`config.mk`:
```
export PLATFORM = sky130hd
export DESIGN_NAME = gsa_sqrt
export DESIGN_NICKNAME = d
export VERILOG_FILES = /design/src/design/gsa_pkg.sv /design/src/design/gsa_sqrt.sv
export SDC_FILE = /design/constraint.sdc
export NUM_CORES = 2
export LEC_CHECK = 0
export ABC_CLOCK_PERIOD_IN_PS = 3400
export BUFFER_PORTS_ARGS = -buffer_cell sky130_fd_sc_hd__buf_2
export CORE_MARGIN = 2
export CORE_UTILIZATION = 30
export DETAILED_ROUTE_END_ITERATION = 8
export PLACE_DENSITY_LB_ADDON = 0.3
export SKIP_CTS_REPAIR_TIMING = 1
export SYNTH_ARGS = -nofsm -noshare
export SYNTH_HDL_FRONTEND = slang
export SYNTH_SLANG_ARGS = --single-unit
```
`constraint.sdc`:
```
create_clock -name i_clk -period 3.4 [get_ports i_clk]
set_input_delay 0 -clock i_clk [delete_from_list [all_inputs] [get_ports i_clk]]
set_output_delay 0 -clock i_clk [all_outputs]
set_load 0.1 [all_outputs]
```
`src/design/gsa_pkg.sv`:
```
// Package for the glide slope altitude block: widths, codes, pipeline step functions.
package gsa_pkg;

    localparam int XY_W    = 20;   // horizontal coordinate width
    localparam int ALT_W   = 18;   // altitude width
    localparam int DIF_W   = 21;   // coordinate difference width
    localparam int SQR_W   = 41;   // one squared difference
    localparam int SUM_W   = 42;   // sum of two squares
    localparam int ROOT_W  = 21;   // distance width
    localparam int REM_W   = 23;   // square root partial remainder
    localparam int SQ_STAGES = SUM_W / 2;
    localparam int NUM_W   = 40;   // |here * altitude delta|
    localparam int DV_STAGES = NUM_W;
    localparam int OUT_SUM_W = NUM_W + 2;
    localparam int ADDR_W  = 5;
    localparam int DATA_W  = 32;

    localparam logic signed [ALT_W-1:0] ALT_MIN = -18'sd131072;
    localparam logic signed [ALT_W-1:0] ALT_MAX = 18'sd131071;

    // result rule codes
    typedef enum logic [1:0] {
        RULE_INTERP = 2'd0,
        RULE_START  = 2'd1,
        RULE_CLAMP  = 2'd2
    } t_rule;

    // register indexes (paddr word index)
    localparam logic [2:0] REG_START_X   = 3'd0;
    localparam logic [2:0] REG_START_Y   = 3'd1;
    localparam logic [2:0] REG_START_ALT = 3'd2;
    localparam logic [2:0] REG_END_X     = 3'd3;
    localparam logic [2:0] REG_END_Y     = 3'd4;
    localparam logic [2:0] REG_END_ALT   = 3'd5;

    // one square root stage
    typedef struct packed {
        logic [REM_W-1:0]  rem;
        logic [ROOT_W-1:0] root;
        logic [SUM_W-1:0]  val;
    } t_sq_st;

    // one divider stage: numerator bits shift out as quotient bits shift in
    typedef struct packed {
        logic [ROOT_W-1:0] rem;
        logic [NUM_W-1:0]  nq;
        logic [ROOT_W-1:0] dvs;
    } t_dv_st;

    function automatic t_sq_st sq_step(input t_sq_st s);
        t_sq_st            r;
        logic [REM_W+1:0]  t;
        logic [REM_W+1:0]  trial;
        logic              ge;
        t     = {s.rem, s.val[SUM_W-1 -: 2]};
        trial = {2'b00, s.root, 2'b01};
        ge    = (t >= trial);
        r.rem  = ge ? REM_W'(t - trial) : t[REM_W-1:0];
        r.root = {s.root[ROOT_W-2:0], ge};
        r.val  = {s.val[SUM_W-3:0], 2'b00};
        return r;
    endfunction

    function automatic t_dv_st dv_step(input t_dv_st s);
        t_dv_st            r;
        logic [ROOT_W:0]   t;
        logic              ge;
        t    = {s.rem, s.nq[NUM_W-1]};
        ge   = (t >= {1'b0, s.dvs});
        r.rem = ge ? ROOT_W'(t - {1'b0, s.dvs}) : t[ROOT_W-1:0];
        r.nq  = {s.nq[NUM_W-2:0], ge};
        r.dvs = s.dvs;
        return r;
    endfunction

endpackage

```
`src/design/gsa_sqrt.sv`:
```
// Pipelined integer square root, one result bit per stage.
module gsa_sqrt (
    input  logic                             i_clk,
    input  logic                             i_en,
    input  logic [gsa_pkg::SUM_W-1:0]        i_val,
    output logic [gsa_pkg::ROOT_W-1:0]       o_root
);

    gsa_pkg::t_sq_st r_st [gsa_pkg::SQ_STAGES];
    gsa_pkg::t_sq_st n_st [gsa_pkg::SQ_STAGES];

    // stage logic
    always_comb begin
        n_st[0] = gsa_pkg::sq_step({{gsa_pkg::REM_W{1'b0}}, {gsa_pkg::ROOT_W{1'b0}}, i_val});
        for (int k = 1; k < gsa_pkg::SQ_STAGES; k++) begin
            n_st[k] = gsa_pkg::sq_step(r_st[k-1]);
        end
    end

    always_ff @(posedge i_clk) begin
        if (i_en) begin
            r_st <= n_st;
        end
    end

    assign o_root = r_st[gsa_pkg::SQ_STAGES-1].root;

endmodule

```
[Word level (Yosys, flattened, before mapping)]
Index checks and enable logic that the tools add are counted.
Word-level totals
  bits in registers: 1091
  input port bits: 44
  output and inout port bits: 21
  logic and storage cells: 123
Cells by class
  add/sub/neg operators: 20
  $lt $le $gt $ge: 21
  muxes and demuxes: 20
Operators with widths (number)
  $mux 23: 19
  $ge 25x10->1: 1
  $ge 25x11->1: 1
  $ge 25x12->1: 1
  $ge 25x13->1: 1
  $ge 25x14->1: 1
  $ge 25x15->1: 1
  $ge 25x16->1: 1
  $ge 25x17->1: 1
  $ge 25x18->1: 1
  $ge 25x19->1: 1
  $ge 25x20->1: 1
  $ge 25x21->1: 1
  $ge 25x22->1: 1
  $ge 25x3->1: 1
  $ge 25x4->1: 1
  $ge 25x5->1: 1
  $ge 25x6->1: 1
  $ge 25x7->1: 1
  $ge 25x8->1: 1
  $ge 25x9->1: 1
  $sub 23x10->23: 1
  $sub 23x11->23: 1
  $sub 23x12->23: 1
  19 further kinds: 19

[Longest topological paths before layout]
  depth after elaboration: 2
  mapped depth: 12
  gate-level depth less buffers: 11

[Least setup slack after synthesis]
Ideal clock, no wire load.
  path kind: reg-to-reg
  start point: reg r_st[247] (netlist bit)
  end point: reg r_st[158] (netlist bit) (data pin)
  arrival time: 2789 ps
  required time: 3130 ps
  setup slack: 341 ps
  stages on the path, launching flop included: 11
  period minus slack after synthesis: 3059 ps
  cell sequence: edfxtp_1 ha_1 a21o_1 a21o_1 a2111oi_0 nor3_1 a2111oi_0 o31ai_2 clkbuf_1 nor2_1 a21oi_1
RTL lines
  start: declaration: RTL line gsa_sqrt.sv:9  | gsa_pkg::t_sq_st r_st [gsa_pkg::SQ_STAGES];
  start signal: assignment: RTL line gsa_sqrt.sv:22  | r_st <= n_st;

==> metrics.json <==
{
  "synth_simple_gate_area_share_pct": 10.4,
  "wire_per_inst_um": 14.0,
  "grt_max_degree": 118,
  "min_period_ns": 3.20,
  "synth-edff-count": 1082,
  "worst_path_max_delay_cell": "sky130_fd_sc_hd__edfxtp_1",
  "power-per-cell-area_mw_per_mm2": 612,
  "worst-r2r-cell-count": 10,
  "dieArea_mm2": 0.170,
  "critPathMostFrequentCell": "sky130_fd_sc_hd__o21ai_1",
  "yosys.area_share.adder_pct": 6.33,
  "netlist_area_mm2": 0.0500,
  "core_mm2": 0.165,
  "clk_root_buffer_cell": "sky130_fd_sc_hd__clkbuf_16",
  "syn_to_final_growth_pct": 16.5,
  "cp.arrival_ns": 3.65,
  "synth-warning-count": 0,
  "floorplan.initialDensity_pct": 30.3,
  "rrSetupSlack_ns": 0.20,
  "cts-htree-levels": 3,
  "syn-instance-count": 3813,
  "instances_no_fill": 6376,
  "drt-pass1-iter-count": 5,
  "ys_seq_area_share_pct": 65.0,
  "die_height_um": 412,
  "clock-sinks": 1082,
  "drv_slew": 0,
  "end_kind": "register",
  "globalRouteTotalUtil_pct": 10.3,
  "via_count_of_the_routed_design": 28900,
  "timing.hold.worst.class": "input port to register",
  "synth-xor-area-share_pct": 5.85,
  "worst-path-max-fanout": 28,
  "rsz_0062_raised_after_global_routing": "no",
  "setup_tns_after_final_layout_ns": 0,
  "pre_cts_slack_ns": 0.231,
  "report.power.total_mw": 35.7,
  "cp.required_ns": 3.84,
  "synth_top_flop_cell": "sky130_fd_sc_hd__edfxtp_1",
  "remaining_drc_errors": 0,
  "cts.clk_slew.worst_paths_ns": 0.06,
  "layout_cell_share_with_drive_strength_beyond_1_pct": 9.27,
  "synth_compound_gate_area_share_pct": 8.55,
  "cts_buffers": 119,
  "grt_first_pass_wirelength_um": 145000,
  "place.port_buffers": 64,
  "tightestPinTransition_ns": 0.739,
  "vias_per_inst": 4.54,
  "cts.path.max_buffers": 3,
  "worst_skew_pair.late_latency_ns": 0.73,
  "io_pins": 65,
  "crit_chain": "ha_1 -> o21ai_1 -> a211oi_1 -> a21oi_1 -> o21ai_1 -> a2111oi_0 -> buf_4 -> o31ai_4 -> buf_12 -> mux2_2",
  "crit_path_max_incr_delay_ns": 0.40,
  "post_synth.cell_area_avg_um2": 13.1,
  "synth.lib_cells_used.distinct": 82,
  "final_hold_viol_count": 0,
  "drt_first_iter_violations": 1466,
  "timing.final.ws_setup_ns": 0.196,
  "setup-violations-final": 0,
  "placed_cell_area_mm2": 0.0536,
  "criticalPathCategory": "register to register",
  "async_reset_ff_share_pct": 0,
  "place_inst": 6072,
  "synthesis.nets": 4110,
  "ant_nets": 0,
  "critical_path.reg2reg.endpoint": "r_st[161]",
  "worstHoldPathCells": 3,
  "placement_rows": 149,
  "finish.instance_area_mm2": 0.0583,
  "gp_congestion": 0.836,
  "critPathLaunchType": "register",
  "antenna_cells_inserted": 0,
  "mux_contribution_to_synthesized_area_pct": 0.776,
  "max-vdd-ir-drop_v": 0.000471,
  "overflow": 0,
  "combinational_family_with_the_most_area_after_synthesis": "simple AND/OR/NAND/NOR gates",
  "antenna_violations_before_repair": 1,
  "r2r_start": "r_st[235]",
  "finalCritPeriodShare_pct": 94.2,
  "maxSlewHeadroom_pct": 50.7,
  "totalWireLength_um": 89000,
  "synth.ff_latch_count": 1082,
  "clock-skew-final_ns": 0.0452,
  "hpwl_um": 63000,
  "vias_in_the_first_global_route": 28800,
  "max_clock_freq_ghz": 0.312,
  "finish.net_count": 4385,
  "max-cap-violations": 0,
  "hold-path-endpoint": "r_st[1784]",
  "run_status": "finished clean",
  "die-width_um": 412,
  "hold_path_startpoint": "i_val[41]",
  "leakagePower_nw": 22.0,
  "cts_tree": "done"
}
-- sequential cells by signal (all words and copies together), names as in the netlist --
| register | flops |
|---|---|
| n_st | 590 |
| o_root | 21 |
| r_st | 471 |
-- metal layers --
| metal | track usage [%] | part of all wire (%) |
|---|---|---|
| met5 | 0 | 0 |
| met4 | 4.05 | 3.0 |
| met3 | 1.88 | 3.2 |
| met2 | 19.1 | 52 |
| met1 | 11.7 | 42 |
-- per-stage QoR --
| stage | utilization [%] | hold slack (ns) |
|---|---|---|
| 6_report | 35.3 | 0.132 |
| 3_3_place_gp | 32.4 | 0.178 |
| 4_1_cts | 34.8 | -0.655 |
| 5_1_grt | 35.3 | 0.0901 |
| 2_1_floorplan | - | 0.0989 |
| 3_5_place_dp | 32.4 | 0.178 |
-- cell usage after synthesis (13+ instances only) --
cell type	instances	area [µm²]
sky130_fd_sc_hd__edfxtp_1	1082	32500
sky130_fd_sc_hd__inv_1	303	1140
sky130_fd_sc_hd__nor2_1	268	1010
sky130_fd_sc_hd__ha_1	253	3170
sky130_fd_sc_hd__a21oi_1	238	1190
sky130_fd_sc_hd__nand2_1	218	818
sky130_fd_sc_hd__xnor2_1	191	1670
sky130_fd_sc_hd__xor2_1	143	1250
sky130_fd_sc_hd__nor3_1	105	526
sky130_fd_sc_hd__o21ai_0	94	470
sky130_fd_sc_hd__o21ai_1	72	360
sky130_fd_sc_hd__a21o_1	70	526
sky130_fd_sc_hd__nand2b_1	60	375
sky130_fd_sc_hd__nand3_1	56	280
sky130_fd_sc_hd__clkbuf_1	52	195
sky130_fd_sc_hd__or3_1	48	300
sky130_fd_sc_hd__nor4_1	44	275
sky130_fd_sc_hd__nor2b_1	41	257
sky130_fd_sc_hd__o21a_1	41	308
sky130_fd_sc_hd__nand4_1	39	244
sky130_fd_sc_hd__o31ai_1	27	203
sky130_fd_sc_hd__or4_1	27	203
sky130_fd_sc_hd__a31oi_1	26	163
sky130_fd_sc_hd__and3_1	23	144
sky130_fd_sc_hd__a211oi_1	21	158
sky130_fd_sc_hd__buf_4	21	158
sky130_fd_sc_hd__mux2_2	21	236
sky130_fd_sc_hd__or2_2	18	113
sky130_fd_sc_hd__o211ai_1	15	113
sky130_fd_sc_hd__o21bai_1	13	97.6
-- critical path, delay by kind of cell, from the launching register on --
family                   cells  cell delay (ns)
adder cells (fa/ha/maj)      1             0.36
AO/OA/AOI/OAI                6             1.40
flip-flops                   1             0.40
multiplexers                 1             0.35
buffers and inverters        2             0.39
-- worst max-delay path by stage --
stage / cells after the start / startpoint / endpoint
6_report: 10 / r_st[235] / r_st[161]
2_1_floorplan: 10 / r_st[247] / r_st[158]
3_3_place_gp: 10 / r_st[1107] / r_st[1011]
3_5_place_dp: 10 / r_st[1107] / r_st[1013]
5_1_grt: 11 / n_st[301] / r_st[341]
4_1_cts: 10 / r_st[235] / r_st[161]
-- kinds of logic after synthesis --
group | after synthesis
DFF | 1082
adders and majority gates | 253
muxes | 35
other | 1
buffers and inverters | 393
AOI/OAI and AO/OA | 694
xor gates and xnor gates | 334
and+or+nand+nor | 1021
-- final cells by class --
class	count	area, µm²
inverters	311	1170
well taps	2189	2740
clock buffers	138	3070
fillers	16100	107000
flip-flops and latches	1082	32500
clock inverters	82	767
repair buffers	236	2020
multi-input cells	2338	16000
-- cell usage in the layout, fill, tap and decap left out, drive strengths merged, types with 11 or more instances in the layout --
cell,netlist,final
or3,48,48
nor2b,41,41
nand2,218,218
o21bai,13,13
nor4,47,47
buf,30,152
o211ai,15,15
a211oi,21,21
nand4b,12,12
or4,27,27
a21o,70,70
edfxtp,1082,1082
nand2b,60,60
clkinv,0,65
nand3,56,56
nand4,39,39
dlygate4sd3,0,84
ha,253,253
a31oi,26,26
inv,311,315
xnor2,191,191
o31ai,29,29
and3,23,23
nor2,268,268
mux2,30,30
xor2,143,143
clkbuf,52,138
nor3,108,108
o21a,41,41
o21ai,166,166
a21oi,238,238
and2,11,11
or2,21,21
-- power breakdown --
group	total, mW	internal (mW)	switching, mW	leakage (nW)
sequential	17.4	16.6	0.826	10.4
clock	12.5	7.22	5.25	1.86
combinational	5.79	2.56	3.23	9.81
(Power assumes the default switching activity.)
